**config.mk**
```make
export PLATFORM = sky130hd
export DESIGN_NAME = mjpeg_frame_boundary_scanner
export DESIGN_NICKNAME = d
export VERILOG_FILES = /design/src/design/mfbs_pkg.sv /design/src/design/mfbs_front.sv /design/src/design/mfbs_queue.sv /design/src/design/mfbs_back.sv /design/src/design/mjpeg_frame_boundary_scanner.sv
export SDC_FILE = /design/constraint.sdc
export NUM_CORES = 2
export LEC_CHECK = 0
export ABC_CLOCK_PERIOD_IN_PS = 10300
export BUFFER_PORTS_ARGS = -buffer_cell sky130_fd_sc_hd__buf_2
export CAP_MARGIN = 20
export CELL_PAD_IN_SITES_DETAIL_PLACEMENT = 1
export CELL_PAD_IN_SITES_GLOBAL_PLACEMENT = 1
export CORE_MARGIN = 5
export CORE_UTILIZATION = 30
export DETAILED_ROUTE_END_ITERATION = 6
export HOLD_SLACK_MARGIN = 0.06
export PLACE_DENSITY = 0.54
export SYNTH_ARGS = -nofsm -noshare
export SYNTH_HDL_FRONTEND = slang
export SYNTH_SLANG_ARGS = --single-unit
```
**constraint.sdc**
```tcl
create_clock -name clk -period 10.3 [get_ports clk]
set_input_delay 0.515 -clock clk [delete_from_list [all_inputs] [get_ports clk]]
set_output_delay 0.515 -clock clk [all_outputs]
set_load 0.05 [all_outputs]
```
**src/design/mfbs_pkg.sv**
```systemverilog
// ----------------------------------------------------------------------------
// mfbs_pkg
// Shared types and constants of the frame boundary scanner.
// ----------------------------------------------------------------------------
package mfbs_pkg;

    localparam int POSITION_BITS_DEFAULT = 32;
    localparam int COUNT_BITS_DEFAULT    = 24;
    localparam int QUEUE_DEPTH           = 2;

    localparam logic [31:0] MAX_PIXELS_RESET  = 32'd250000000;
    localparam logic [23:0] MAX_FRAMES_RESET  = 24'd1000000;
    localparam logic [39:0] MAX_SAMPLES_RESET = 40'd1000000000;

    // Register indexes of the configuration port.
    localparam logic [1:0] CFG_MAX_PIXELS  = 2'd0;
    localparam logic [1:0] CFG_MAX_FRAMES  = 2'd1;
    localparam logic [1:0] CFG_MAX_SAMPLES = 2'd2;

    // Marker codes.
    localparam logic [7:0] MRK_SOI  = 8'hd8;
    localparam logic [7:0] MRK_EOI  = 8'hd9;
    localparam logic [7:0] MRK_SOS  = 8'hda;
    localparam logic [7:0] MRK_SOF0 = 8'hc0;
    localparam logic [7:0] MRK_SOF1 = 8'hc1;
    localparam logic [7:0] MRK_SOF2 = 8'hc2;
    localparam logic [7:0] MRK_RST0 = 8'hd0;
    localparam logic [7:0] MRK_RST7 = 8'hd7;
    localparam logic [7:0] MRK_TEM  = 8'h01;

    // Result kinds.
    localparam logic [1:0] KIND_FRAME   = 2'd0;
    localparam logic [1:0] KIND_SUMMARY = 2'd1;
    localparam logic [1:0] KIND_ERROR   = 2'd2;

    // Status codes.
    localparam logic [4:0] ST_OK            = 5'd0;
    localparam logic [4:0] ST_EMPTY         = 5'd1;
    localparam logic [4:0] ST_NO_SOI        = 5'd2;
    localparam logic [4:0] ST_NO_EOI        = 5'd3;
    localparam logic [4:0] ST_NOT_MARKER    = 5'd4;
    localparam logic [4:0] ST_STUFF_OUTSIDE = 5'd5;
    localparam logic [4:0] ST_EOI_NO_HEADER = 5'd6;
    localparam logic [4:0] ST_NESTED_SOI    = 5'd7;
    localparam logic [4:0] ST_BAD_LENGTH    = 5'd8;
    localparam logic [4:0] ST_BAD_HEADER    = 5'd9;
    localparam logic [4:0] ST_UNSUPPORTED   = 5'd10;
    localparam logic [4:0] ST_PIXEL_LIMIT   = 5'd11;
    localparam logic [4:0] ST_FRAME_LIMIT   = 5'd12;
    localparam logic [4:0] ST_GEOMETRY      = 5'd13;
    localparam logic [4:0] ST_SAMPLE_LIMIT  = 5'd14;
    localparam logic [4:0] ST_END_AFTER_FF  = 5'd15;
    localparam logic [4:0] ST_END_IN_MARKER = 5'd16;
    localparam logic [4:0] ST_END_IN_LENGTH = 5'd17;

    typedef struct packed {
        logic       cmd;
        logic [7:0] data_byte;
    } in_item_t;

    typedef struct packed {
        logic [1:0]  kind;
        logic [4:0]  status;
        logic [23:0] frame_index;
        logic [31:0] frame_offset;
        logic [31:0] frame_size;
        logic [15:0] width;
        logic [15:0] height;
        logic [1:0]  channels;
        logic [23:0] frame_count;
    } out_item_t;

    // A request after classification.
    typedef struct packed {
        logic       cmd;
        logic [7:0] data_byte;
        logic       is_ff;
        logic       is_zero;
        logic       is_rst;
        logic       is_tem;
        logic       is_soi;
        logic       is_eoi;
    } byte_class_t;

    typedef struct packed {
        logic [31:0] max_pixels;
        logic [23:0] max_frames;
        logic [39:0] max_samples;
    } limits_t;

    function automatic logic is_frame_header(input logic [7:0] m);
        return (m == MRK_SOF0) || (m == MRK_SOF1) || (m == MRK_SOF2);
    endfunction

endpackage

```
**src/design/mfbs_front.sv**
```systemverilog
// ----------------------------------------------------------------------------
// mfbs_front
// Input stage: registers each request and decodes the byte classes.
// ----------------------------------------------------------------------------
module mfbs_front
(
    input  logic                  clk,
    input  logic                  rst_n,
    input  logic                  in_valid,
    output logic                  in_ready,
    input  mfbs_pkg::in_item_t    in_data,
    output logic                  push_valid,
    input  logic                  push_ready,
    output mfbs_pkg::byte_class_t push_data
);

    logic                  valid_reg;
    logic                  valid_next;
    mfbs_pkg::byte_class_t class_reg;
    mfbs_pkg::byte_class_t class_next;

    assign in_ready   = !valid_reg || push_ready;
    assign push_valid = valid_reg;
    assign push_data  = class_reg;

    always_comb
    begin
        class_next.cmd       = in_data.cmd;
        class_next.data_byte = in_data.data_byte;
        class_next.is_ff     = (in_data.data_byte == 8'hff);
        class_next.is_zero   = (in_data.data_byte == 8'h00);
        class_next.is_rst    = (in_data.data_byte >= mfbs_pkg::MRK_RST0) &&
                               (in_data.data_byte <= mfbs_pkg::MRK_RST7);
        class_next.is_tem    = (in_data.data_byte == mfbs_pkg::MRK_TEM);
        class_next.is_soi    = (in_data.data_byte == mfbs_pkg::MRK_SOI);
        class_next.is_eoi    = (in_data.data_byte == mfbs_pkg::MRK_EOI);
        valid_next = in_ready ? in_valid : valid_reg;
    end

    always_ff @(posedge clk or negedge rst_n)
    begin
        if (!rst_n)
        begin
            valid_reg <= 1'b0;
        end
        else
        begin
            valid_reg <= valid_next;
        end
    end

    always_ff @(posedge clk)
    begin
        if (in_valid && in_ready)
        begin
            class_reg <= class_next;
        end
    end

endmodule

```
**src/design/mfbs_queue.sv**
```systemverilog
// ----------------------------------------------------------------------------
// mfbs_queue
// Short queue between the classifying front and the parsing back.
// ----------------------------------------------------------------------------
module mfbs_queue
(
    input  logic                  clk,
    input  logic                  rst_n,
    input  logic                  push_valid,
    output logic                  push_ready,
    input  mfbs_pkg::byte_class_t push_data,
    output logic                  pop_valid,
    input  logic                  pop_ready,
    output mfbs_pkg::byte_class_t pop_data
);

    localparam int PTR_BITS = $clog2(mfbs_pkg::QUEUE_DEPTH);
    localparam int CNT_BITS = $clog2(mfbs_pkg::QUEUE_DEPTH + 1);

    mfbs_pkg::byte_class_t mem [mfbs_pkg::QUEUE_DEPTH];
    logic [PTR_BITS-1:0]   wr_ptr_reg;
    logic [PTR_BITS-1:0]   rd_ptr_reg;
    logic [CNT_BITS-1:0]   count_reg;
    logic                  push;
    logic                  pop;

    assign push_ready = (count_reg != CNT_BITS'(mfbs_pkg::QUEUE_DEPTH));
    assign pop_valid  = (count_reg != '0);
    assign pop_data   = mem[rd_ptr_reg];
    assign push       = push_valid && push_ready;
    assign pop        = pop_valid && pop_ready;

    always_ff @(posedge clk or negedge rst_n)
    begin
        if (!rst_n)
        begin
            wr_ptr_reg <= '0;
            rd_ptr_reg <= '0;
            count_reg  <= '0;
        end
        else
        begin
            if (push)
            begin
                wr_ptr_reg <= (wr_ptr_reg == PTR_BITS'(mfbs_pkg::QUEUE_DEPTH - 1)) ?
                              '0 : wr_ptr_reg + 1'b1;
            end
            if (pop)
            begin
                rd_ptr_reg <= (rd_ptr_reg == PTR_BITS'(mfbs_pkg::QUEUE_DEPTH - 1)) ?
                              '0 : rd_ptr_reg + 1'b1;
            end
            if (push && !pop)
            begin
                count_reg <= count_reg + 1'b1;
            end
            else if (pop && !push)
            begin
                count_reg <= count_reg - 1'b1;
            end
        end
    end

    always_ff @(posedge clk)
    begin
        if (push)
        begin
            mem[wr_ptr_reg] <= push_data;
        end
    end

endmodule

```
**src/design/mfbs_back.sv**
```systemverilog
// ----------------------------------------------------------------------------
// mfbs_back
// Parser: walks the marker structure, checks headers and limits, and
// drives the registered result.
// ----------------------------------------------------------------------------
module mfbs_back
#(
    parameter int POSITION_BITS = mfbs_pkg::POSITION_BITS_DEFAULT,
    parameter int COUNT_BITS    = mfbs_pkg::COUNT_BITS_DEFAULT
)
(
    input  logic                  clk,
    input  logic                  rst_n,
    input  mfbs_pkg::limits_t     limits,
    input  logic                  pop_valid,
    output logic                  pop_ready,
    input  mfbs_pkg::byte_class_t item,
    output logic                  out_valid,
    input  logic                  out_ready,
    output mfbs_pkg::out_item_t   out_data
);

    typedef enum logic [2:0] {
        SOI0,
        SOI1,
        MARKER,
        LEN_HI,
        LEN_LO,
        PAYLOAD,
        ENTROPY
    } mode_t;

    mode_t                     mode_reg, mode_next;
    logic [POSITION_BITS-1:0]  pos_reg, pos_next;
    logic [POSITION_BITS-1:0]  start_reg, start_next;
    logic [15:0]               remain_reg, remain_next;
    logic [7:0]                seg_marker_reg, seg_marker_next;
    logic [7:0]                len_hi_reg, len_hi_next;
    logic [7:0]                prec_reg, prec_next;
    logic [15:0]               hdr_w_reg, hdr_w_next;
    logic [15:0]               hdr_h_reg, hdr_h_next;
    logic [7:0]                hdr_ch_reg, hdr_ch_next;
    logic                      seen_reg, seen_next;
    logic                      pff_reg, pff_next;
    logic [2:0]                cap_reg, cap_next;
    logic [COUNT_BITS-1:0]     frames_reg, frames_next;
    logic [15:0]               first_w_reg, first_w_next;
    logic [15:0]               first_h_reg, first_h_next;
    logic [7:0]                first_ch_reg, first_ch_next;
    logic [31:0]               area_reg, area_next;
    logic [33:0]               samples_reg, samples_next;
    logic [40:0]               total_reg, total_next;
    logic [4:0]                error_reg, error_next;
    logic                      out_valid_reg, out_valid_next;
    mfbs_pkg::out_item_t       out_reg, out_next;

    logic                      pop;
    logic                      load;
    logic [4:0]                err;
    logic                      do_end;
    logic                      do_marker;
    logic                      do_finish;
    logic [2:0]                cap_eff;
    logic [15:0]               seg_len;
    logic [41:0]               sum;
    logic [POSITION_BITS-1:0]  got;
    logic [4:0]                eos_status;
    logic [7:0]                b;

    assign pop_ready = !out_valid_reg || out_ready;
    assign pop       = pop_valid && pop_ready;
    assign out_valid = out_valid_reg;
    assign out_data  = out_reg;
    assign b         = item.data_byte;
    assign seg_len   = {len_hi_reg, b};
    assign got       = pos_reg - start_reg;

    always_comb
    begin
        mode_next       = mode_reg;
        pos_next        = pos_reg;
        start_next      = start_reg;
        remain_next     = remain_reg;
        seg_marker_next = seg_marker_reg;
        len_hi_next     = len_hi_reg;
        prec_next       = prec_reg;
        hdr_w_next      = hdr_w_reg;
        hdr_h_next      = hdr_h_reg;
        hdr_ch_next     = hdr_ch_reg;
        seen_next       = seen_reg;
        pff_next        = pff_reg;
        cap_next        = cap_reg;
        frames_next     = frames_reg;
        first_w_next    = first_w_reg;
        first_h_next    = first_h_reg;
        first_ch_next   = first_ch_reg;
        area_next       = area_reg;
        samples_next    = samples_reg;
        total_next      = total_reg;
        error_next      = error_reg;
        out_next        = out_reg;
        load            = 1'b0;
        err             = mfbs_pkg::ST_OK;
        do_end          = 1'b0;
        do_marker       = 1'b0;
        do_finish       = 1'b0;
        cap_eff         = 3'd0;
        sum             = {1'b0, total_reg} + 42'(samples_reg);

        // Truncation status for the end of stream summary.
        eos_status = error_reg;
        if (error_reg == mfbs_pkg::ST_OK)
        begin
            if (mode_reg == SOI0)
            begin
                eos_status = (frames_reg == '0) ? mfbs_pkg::ST_EMPTY : mfbs_pkg::ST_OK;
            end
            else if (got < POSITION_BITS'(4) || mode_reg == SOI1)
            begin
                eos_status = mfbs_pkg::ST_NO_SOI;
            end
            else if (mode_reg == MARKER)
            begin
                eos_status = pff_reg ? mfbs_pkg::ST_END_IN_MARKER : mfbs_pkg::ST_NO_EOI;
            end
            else if (mode_reg == LEN_HI || mode_reg == LEN_LO)
            begin
                eos_status = mfbs_pkg::ST_END_IN_LENGTH;
            end
            else if (mode_reg == PAYLOAD)
            begin
                eos_status = mfbs_pkg::ST_BAD_LENGTH;
            end
            else
            begin
                eos_status = pff_reg ? mfbs_pkg::ST_END_AFTER_FF : mfbs_pkg::ST_NO_EOI;
            end
        end

        if (pop && item.cmd)
        begin
            load                  = 1'b1;
            out_next.kind         = mfbs_pkg::KIND_SUMMARY;
            out_next.status       = eos_status;
            out_next.frame_index  = '0;
            out_next.frame_offset = '0;
            out_next.frame_size   = 32'(pos_reg);
            out_next.width        = first_w_reg;
            out_next.height       = first_h_reg;
            out_next.channels     = first_ch_reg[1:0];
            out_next.frame_count  = 24'(frames_reg);
            mode_next     = SOI0;
            pos_next      = '0;
            start_next    = '0;
            remain_next   = '0;
            seg_marker_next = '0;
            len_hi_next   = '0;
            prec_next     = '0;
            hdr_w_next    = '0;
            hdr_h_next    = '0;
            hdr_ch_next   = '0;
            seen_next     = 1'b0;
            pff_next      = 1'b0;
            cap_next      = '0;
            frames_next   = '0;
            first_w_next  = '0;
            first_h_next  = '0;
            first_ch_next = '0;
            total_next    = '0;
            error_next    = mfbs_pkg::ST_OK;
        end
        else if (pop)
        begin
            pos_next = pos_reg + 1'b1;
            if (error_reg == mfbs_pkg::ST_OK)
            begin
                unique case (mode_reg)
                    SOI0:
                    begin
                        start_next = pos_reg;
                        if (32'(frames_reg) >= 32'(limits.max_frames) || (&frames_reg))
                        begin
                            err = mfbs_pkg::ST_FRAME_LIMIT;
                        end
                        else if (!item.is_ff)
                        begin
                            err = mfbs_pkg::ST_NO_SOI;
                        end
                        else
                        begin
                            seen_next = 1'b0;
                            mode_next = SOI1;
                        end
                    end
                    SOI1:
                    begin
                        if (!item.is_soi)
                        begin
                            err = mfbs_pkg::ST_NO_SOI;
                        end
                        else
                        begin
                            mode_next = MARKER;
                            pff_next  = 1'b0;
                        end
                    end
                    MARKER:
                    begin
                        if (!pff_reg)
                        begin
                            if (!item.is_ff)
                            begin
                                err = mfbs_pkg::ST_NOT_MARKER;
                            end
                            else
                            begin
                                pff_next = 1'b1;
                            end
                        end
                        else if (item.is_zero)
                        begin
                            err = mfbs_pkg::ST_STUFF_OUTSIDE;
                        end
                        else if (!item.is_ff)
                        begin
                            do_marker = 1'b1;
                        end
                    end
                    LEN_HI:
                    begin
                        len_hi_next = b;
                        mode_next   = LEN_LO;
                    end
                    LEN_LO:
                    begin
                        if (seg_len < 16'd2)
                        begin
                            err = mfbs_pkg::ST_BAD_LENGTH;
                        end
                        else
                        begin
                            remain_next = seg_len - 16'd2;
                            cap_next    = '0;
                            cap_eff     = '0;
                            if (seg_len == 16'd2)
                            begin
                                do_end = 1'b1;
                            end
                            else
                            begin
                                mode_next = PAYLOAD;
                            end
                        end
                    end
                    PAYLOAD:
                    begin
                        if (mfbs_pkg::is_frame_header(seg_marker_reg) && !seen_reg &&
                            cap_reg < 3'd6)
                        begin
                            case (cap_reg)
                                3'd0: prec_next = b;
                                3'd1: hdr_h_next = {b, 8'h00};
                                3'd2: hdr_h_next = {hdr_h_reg[15:8], b};
                                3'd3: hdr_w_next = {b, 8'h00};
                                3'd4:
                                begin
                                    hdr_w_next = {hdr_w_reg[15:8], b};
                                    // Pixel count is registered before the segment can end.
                                    area_next  = hdr_h_reg * {hdr_w_reg[15:8], b};
                                end
                                default: hdr_ch_next = b;
                            endcase
                        end
                        cap_next    = (cap_reg < 3'd6) ? cap_reg + 1'b1 : cap_reg;
                        cap_eff     = cap_next;
                        remain_next = remain_reg - 1'b1;
                        if (remain_next == '0)
                        begin
                            do_end = 1'b1;
                        end
                    end
                    ENTROPY:
                    begin
                        if (!pff_reg)
                        begin
                            if (item.is_ff)
                            begin
                                pff_next = 1'b1;
                            end
                        end
                        else if (item.is_zero || item.is_rst)
                        begin
                            pff_next = 1'b0;
                        end
                        else if (!item.is_ff)
                        begin
                            do_marker = 1'b1;
                        end
                    end
                    default:
                    begin
                        mode_next = SOI0;
                    end
                endcase

                if (do_end)
                begin
                    if (mfbs_pkg::is_frame_header(seg_marker_reg))
                    begin
                        if (seen_reg || cap_eff < 3'd6)
                        begin
                            err = mfbs_pkg::ST_BAD_HEADER;
                        end
                        else if (prec_next != 8'd8 || hdr_w_next == '0 || hdr_h_next == '0 ||
                                 (hdr_ch_next != 8'd1 && hdr_ch_next != 8'd3))
                        begin
                            err = mfbs_pkg::ST_UNSUPPORTED;
                        end
                        else if (area_reg > limits.max_pixels)
                        begin
                            err = mfbs_pkg::ST_PIXEL_LIMIT;
                        end
                        else
                        begin
                            seen_next    = 1'b1;
                            samples_next = (hdr_ch_next == 8'd3) ?
                                           {1'b0, area_reg, 1'b0} + {2'b00, area_reg} :
                                           {2'b00, area_reg};
                        end
                    end
                    if (err == mfbs_pkg::ST_OK)
                    begin
                        mode_next = (seg_marker_reg == mfbs_pkg::MRK_SOS) ? ENTROPY : MARKER;
                        pff_next  = 1'b0;
                    end
                end

                if (do_marker)
                begin
                    pff_next = 1'b0;
                    if (item.is_eoi)
                    begin
                        if (!seen_reg)
                        begin
                            err = mfbs_pkg::ST_EOI_NO_HEADER;
                        end
                        else
                        begin
                            do_finish = 1'b1;
                        end
                    end
                    else if (item.is_soi)
                    begin
                        err = mfbs_pkg::ST_NESTED_SOI;
                    end
                    else if (item.is_tem || item.is_rst)
                    begin
                        mode_next = MARKER;
                    end
                    else
                    begin
                        seg_marker_next = b;
                        mode_next       = LEN_HI;
                    end
                end

                if (do_finish)
                begin
                    if (frames_reg != '0 && (hdr_w_reg != first_w_reg ||
                        hdr_h_reg != first_h_reg || hdr_ch_reg != first_ch_reg))
                    begin
                        err = mfbs_pkg::ST_GEOMETRY;
                    end
                    else
                    begin
                        total_next = sum[41] ? '1 : sum[40:0];
                        if (total_next > {1'b0, limits.max_samples})
                        begin
                            err = mfbs_pkg::ST_SAMPLE_LIMIT;
                        end
                        else
                        begin
                            if (frames_reg == '0)
                            begin
                                first_w_next  = hdr_w_reg;
                                first_h_next  = hdr_h_reg;
                                first_ch_next = hdr_ch_reg;
                            end
                            load                  = 1'b1;
                            out_next.kind         = mfbs_pkg::KIND_FRAME;
                            out_next.status       = mfbs_pkg::ST_OK;
                            out_next.frame_index  = 24'(frames_reg);
                            out_next.frame_offset = 32'(start_reg);
                            out_next.frame_size   = 32'(pos_reg + 1'b1 - start_reg);
                            out_next.width        = hdr_w_reg;
                            out_next.height       = hdr_h_reg;
                            out_next.channels     = hdr_ch_reg[1:0];
                            out_next.frame_count  = 24'(frames_reg + 1'b1);
                            frames_next           = frames_reg + 1'b1;
                            mode_next             = SOI0;
                            pff_next              = 1'b0;
                        end
                    end
                end

                if (err != mfbs_pkg::ST_OK)
                begin
                    error_next            = err;
                    load                  = 1'b1;
                    out_next.kind         = mfbs_pkg::KIND_ERROR;
                    out_next.status       = err;
                    out_next.frame_index  = 24'(frames_reg);
                    out_next.frame_offset = 32'(start_next);
                    out_next.frame_size   = 32'(pos_reg + 1'b1 - start_next);
                    out_next.width        = '0;
                    out_next.height       = '0;
                    out_next.channels     = '0;
                    out_next.frame_count  = 24'(frames_reg);
                end
            end
        end

        out_valid_next = load ? 1'b1 : (out_ready ? 1'b0 : out_valid_reg);
    end

    always_ff @(posedge clk or negedge rst_n)
    begin
        if (!rst_n)
        begin
            mode_reg       <= SOI0;
            pos_reg        <= '0;
            start_reg      <= '0;
            remain_reg     <= '0;
            seg_marker_reg <= '0;
            len_hi_reg     <= '0;
            prec_reg       <= '0;
            hdr_w_reg      <= '0;
            hdr_h_reg      <= '0;
            hdr_ch_reg     <= '0;
            seen_reg       <= 1'b0;
            pff_reg        <= 1'b0;
            cap_reg        <= '0;
            frames_reg     <= '0;
            first_w_reg    <= '0;
            first_h_reg    <= '0;
            first_ch_reg   <= '0;
            area_reg       <= '0;
            samples_reg    <= '0;
            total_reg      <= '0;
            error_reg      <= mfbs_pkg::ST_OK;
            out_valid_reg  <= 1'b0;
            out_reg        <= '0;
        end
        else
        begin
            mode_reg       <= mode_next;
            pos_reg        <= pos_next;
            start_reg      <= start_next;
            remain_reg     <= remain_next;
            seg_marker_reg <= seg_marker_next;
            len_hi_reg     <= len_hi_next;
            prec_reg       <= prec_next;
            hdr_w_reg      <= hdr_w_next;
            hdr_h_reg      <= hdr_h_next;
            hdr_ch_reg     <= hdr_ch_next;
            seen_reg       <= seen_next;
            pff_reg        <= pff_next;
            cap_reg        <= cap_next;
            frames_reg     <= frames_next;
            first_w_reg    <= first_w_next;
            first_h_reg    <= first_h_next;
            first_ch_reg   <= first_ch_next;
            area_reg       <= area_next;
            samples_reg    <= samples_next;
            total_reg      <= total_next;
            error_reg      <= error_next;
            out_valid_reg  <= out_valid_next;
            out_reg        <= out_next;
        end
    end

    // Once an error is latched, stream bytes produce no further results.
    assert property (@(posedge clk) disable iff (!rst_n)
        (pop && !item.cmd && error_reg != mfbs_pkg::ST_OK) |-> !load)
        else $error("result produced after a sticky error");

    // Every stream byte advances the position by one.
    assert property (@(posedge clk) disable iff (!rst_n)
        (pop && !item.cmd) |=> (pos_reg == $past(pos_reg) + 1'b1))
        else $error("stream position did not advance");

    // End of stream clears the error and returns to the start of a frame.
    assert property (@(posedge clk) disable iff (!rst_n)
        (pop && item.cmd) |=> (error_reg == mfbs_pkg::ST_OK && mode_reg == SOI0 &&
                               out_valid_reg))
        else $error("end of stream did not restart the parser");

endmodule

```
**src/design/mjpeg_frame_boundary_scanner.sv**
```systemverilog
// ----------------------------------------------------------------------------
// mjpeg_frame_boundary_scanner
// Finds frame boundaries in a concatenated JPEG byte stream and checks limits.
// ----------------------------------------------------------------------------
// Throughput: one stream byte per clock cycle while out_ready does not hold the result output.
// Path: each byte is held in the front register, then written into the queue, and
// its result is driven from the parser output register.
// Reset: rst_n clears all parser state and restores the limit registers to
// their default values; no clearing pass is needed.
module mjpeg_frame_boundary_scanner
#(
    parameter int POSITION_BITS = mfbs_pkg::POSITION_BITS_DEFAULT,
    parameter int COUNT_BITS    = mfbs_pkg::COUNT_BITS_DEFAULT
)
(
    input  logic                clk,
    input  logic                rst_n,
    input  logic                in_valid,
    output logic                in_ready,
    input  mfbs_pkg::in_item_t  in_data,
    output logic                out_valid,
    input  logic                out_ready,
    output mfbs_pkg::out_item_t out_data,
    input  logic                cfg_valid,
    output logic                cfg_ready,
    input  logic [1:0]          cfg_index,
    input  logic [39:0]         cfg_data
);

    mfbs_pkg::limits_t     limits_reg;
    logic                  push_valid;
    logic                  push_ready;
    mfbs_pkg::byte_class_t push_data;
    logic                  pop_valid;
    logic                  pop_ready;
    mfbs_pkg::byte_class_t pop_data;

    assign cfg_ready = 1'b1;

    always_ff @(posedge clk or negedge rst_n)
    begin
        if (!rst_n)
        begin
            limits_reg.max_pixels  <= mfbs_pkg::MAX_PIXELS_RESET;
            limits_reg.max_frames  <= mfbs_pkg::MAX_FRAMES_RESET;
            limits_reg.max_samples <= mfbs_pkg::MAX_SAMPLES_RESET;
        end
        else if (cfg_valid && cfg_ready)
        begin
            unique case (cfg_index)
                mfbs_pkg::CFG_MAX_PIXELS:  limits_reg.max_pixels  <= cfg_data[31:0];
                mfbs_pkg::CFG_MAX_FRAMES:  limits_reg.max_frames  <= cfg_data[23:0];
                mfbs_pkg::CFG_MAX_SAMPLES: limits_reg.max_samples <= cfg_data;
                default:
                begin
                end
            endcase
        end
    end

    mfbs_front u_front
    (
        .clk        (clk),
        .rst_n      (rst_n),
        .in_valid   (in_valid),
        .in_ready   (in_ready),
        .in_data    (in_data),
        .push_valid (push_valid),
        .push_ready (push_ready),
        .push_data  (push_data)
    );

    mfbs_queue u_queue
    (
        .clk        (clk),
        .rst_n      (rst_n),
        .push_valid (push_valid),
        .push_ready (push_ready),
        .push_data  (push_data),
        .pop_valid  (pop_valid),
        .pop_ready  (pop_ready),
        .pop_data   (pop_data)
    );

    mfbs_back
    #(
        .POSITION_BITS (POSITION_BITS),
        .COUNT_BITS    (COUNT_BITS)
    )
    u_back
    (
        .clk       (clk),
        .rst_n     (rst_n),
        .limits    (limits_reg),
        .pop_valid (pop_valid),
        .pop_ready (pop_ready),
        .item      (pop_data),
        .out_valid (out_valid),
        .out_ready (out_ready),
        .out_data  (out_data)
    );

endmodule
```
==> impl_metrics.csv <==
group,metric,value,unit
status,outcome,"finished clean",
cts,clk_latency,0.70,ns
worst_setup_path,critical_path_class,"register to register",
worst_setup_path,cp.required,10.85,ns
cells_and_area,ff_latch_area,16000,um^2
floorplanning,coreArea,152000,um^2
cells_and_area,area_growth,14.4,%
logic_synthesis,async_reset_ff_share,92.8,%
logic_synthesis,synth_seq_cells,627,
global_routing,grt-ovfl-total,0,
cells_and_area,mostFrequentLayoutCell,"nand2_1",
worst_setup_path,crit_path_frequent_cell,"a21oi_1",
cells_and_area,nNetsFinal,5775,
min_path,hold_path.class,"input pin to register",
timing,finalHoldViolations,0,
cts,clk_pin_slew,0.06,ns
worst_setup_path,end_kind,"register",
global_routing,grt_pass1_vias,39800,
global_routing,antenna_found_initial,11,
timing,fmax,104,MHz
timing,worst_slack,0.692,ns
logic_synthesis,avgSynthCellArea,9.11,um^2
logic_synthesis,netlist_instances,5028,
logic_synthesis,synth_area,45800,um^2
detailed_routing,drc,0,
timing,drv_slew,0,
timing,fin_crit,9.61,ns
logic_synthesis,syn_nets,5624,
logic_synthesis,synth_flop_cell,"dfrtp_1",
cts,ctsRootBufferMaster,"clkbuf_16",
detailed_routing,routed_wl,157000,um
cts,htree_num_levels,3,
cells_and_area,mostFrequentLayoutCells,"nand2_1, dfrtp_1, inv_1",
cts,cts_buffers,82,
power,power_density,195,nW/um^2
floorplanning,io_pins,212,
cts,clkSinkCount,627,
logic_synthesis,synth_edf_count,45,
power,ir_drop,0.186,mV
worst_setup_path,slowest_delay,0.55,ns
timing,finalCritPeriodShare,93.3,%
detailed_routing,firstDrtPassIters,5,
place,dp_hpwl,116000,um
detailed_routing,ant_nets,0,
worst_setup_path,crit_path_max_fanout,11,
place,dpl_worst_slack,0.160,ns
timing,setup_tns,0,ns
worst_setup_path,worst_setup_path_start_kind,"register",
detailed_routing,routed_via_density,5.15,
logic_synthesis,ys_seq_area_share,34.8,%
detailed_routing,vias,37500,
logic_synthesis,ys_types,99,
power,p_leak,25.5,nW
worst_setup_path,cp.arrival,10.16,ns
cells_and_area,layout-drive-gt1-share,12.2,%
timing,grt_setup_unrepaired,"no",
floorplanning,die_y,401,um
global_routing,grt_max_degree,170,
cells_and_area,multi_input_area,27400,um^2
cts,cts_tree,"yes",
global_routing,grtUsageTotal,19.3,%
cells_and_area,fillCellCount,17500,
floorplanning,floorplan.initialDensity,30.2,%
detailed_routing,drt-wirelength-per-cell,21.5,um
floorplanning,rows,143,
timing,setup_viol,0,
timing,maxSlewHeadroom,27.8,%
cells_and_area,largest_reg_flops,153,
place,portBuffers,210,
detailed_routing,drtIter0Drc,1736,
worst_setup_path,crit_slowest_cell,"nor4_1",
global_routing,grt_first_pass_wirelength,246000,um
logic_synthesis,ys_warn_count,0,
floorplanning,die_area,161000,um^2
job,cap_violations,0,
place,gp_congestion,0.835,
timing,fin_skew,0.0667,ns
timing,timing_worst_slew_pin_value,1.07,ns
floorplanning,die_width,401,um
cts,cts_buffer_depth,3,
## routing by layer
layer,vias up,part of all wire [%],global-route usage [%]
met5,-,0,0
met4,0,2.4,4.80
met3,164,3.3,2.81
met2,522,46,31.1
met1,19000,49,27.2
li1,17800,-,-
## worst paths after layout
path,slack (ns),cells after the start,start,end
max reg2reg,0.69,42,u_back.total_reg[0],u_back.out_data[88]
min,0.13,3,cfg_data[11],limits_reg[75]
min in group asynchronous,0.50,2,rst_n,limits_reg[50]
max in group asynchronous,7.48,4,rst_n,u_back.out_data[47]
max,0.69,42,u_back.total_reg[0],u_back.out_data[88]
min reg2reg,0.45,0,u_front.push_data[6],u_queue.mem[1][6]
## Yosys cell counts, types with 41 or more instances
cell,n,area (um^2)
nor2_1,379,1420
xnor2_1,131,1150
nor4_1,44,275
nand3_1,100,500
nand2b_1,42,263
and3_1,45,282
nand4_1,59,369
a21oi_1,238,1190
a211oi_1,41,308
mux2_2,84,946
fa_1,197,3940
nand2_1,630,2360
o21ai_0,349,1750
nor3_1,69,345
dfrtp_1,549,13700
a21o_1,72,541
inv_1,390,1460
mux2i_1,93,931
ha_1,343,4290
edfxtp_1,45,1350
a22o_1,123,1080
clkbuf_1,222,833
and2_1,112,701
o21ai_1,61,305
xor2_1,94,823
## logic make-up after synthesis
logic type,after synthesis,share of synthesized area [%]
AO/OA/AOI/OAI,1167,16.4
multiplexers,180,4.19
other,1,0.00819
flip-flops,627,34.8
buffers and inverters,661,5.63
adder cells (fa/ha/maj),540,18.0
XOR/XNOR,225,4.30
AND/OR/NAND/NOR,1627,16.7
## power by group
group          internal (mW)  switching, mW  total (mW)
clock                   1.92           1.22        3.14
sequential              2.81          0.222        3.04
combinational           1.17           2.88        4.06
total                   5.91           4.33        10.2
## layout make-up
class                      count  area share [%]
clock buffer                 110            4.44
clock inverter                40            1.16
sequential                   627            30.4
tap                         2030            4.84
antenna                        3          0.0143
timing repair buffer         338            4.08
multi-input combinational   3740            52.2
inverter                     390            2.79
## what timing repair did
item / 4_1_cts / 5_1_grt
hold endpoints to repair: 126 / 0
buffers inserted: 0 / 0
hold buffers: 34 / 0
gates resized for setup: 0 / 8
setup endpoints to repair: 0 / 8
## critical path, delay by kind of cell, from the launching register on
kind | cells | cell delay, ns
AOI/OAI and AO/OA | 22 | 4.63
and+or+nand+nor | 9 | 1.78
adders and majority gates | 4 | 1.44
buffers and inverters | 4 | 0.62
muxes | 2 | 0.45
DFF | 1 | 0.38
xor gates and xnor gates | 1 | 0.13
## through the flow
step,hold slack [ns],std cells,total power [mW],area (um^2),util (%)
after floorplan,0.219,5028,5.75,45800,-
after global placement,0.428,7090,7.12,49100,32.3
after detailed placement,0.437,7091,7.16,49100,32.3
after CTS,0.0717,7275,10.4,52400,34.5
after global routing,0.101,7275,10.9,52400,34.5
final,0.129,7278,10.2,52400,34.5
Note: power is estimated with default switching activity, not from simulation.
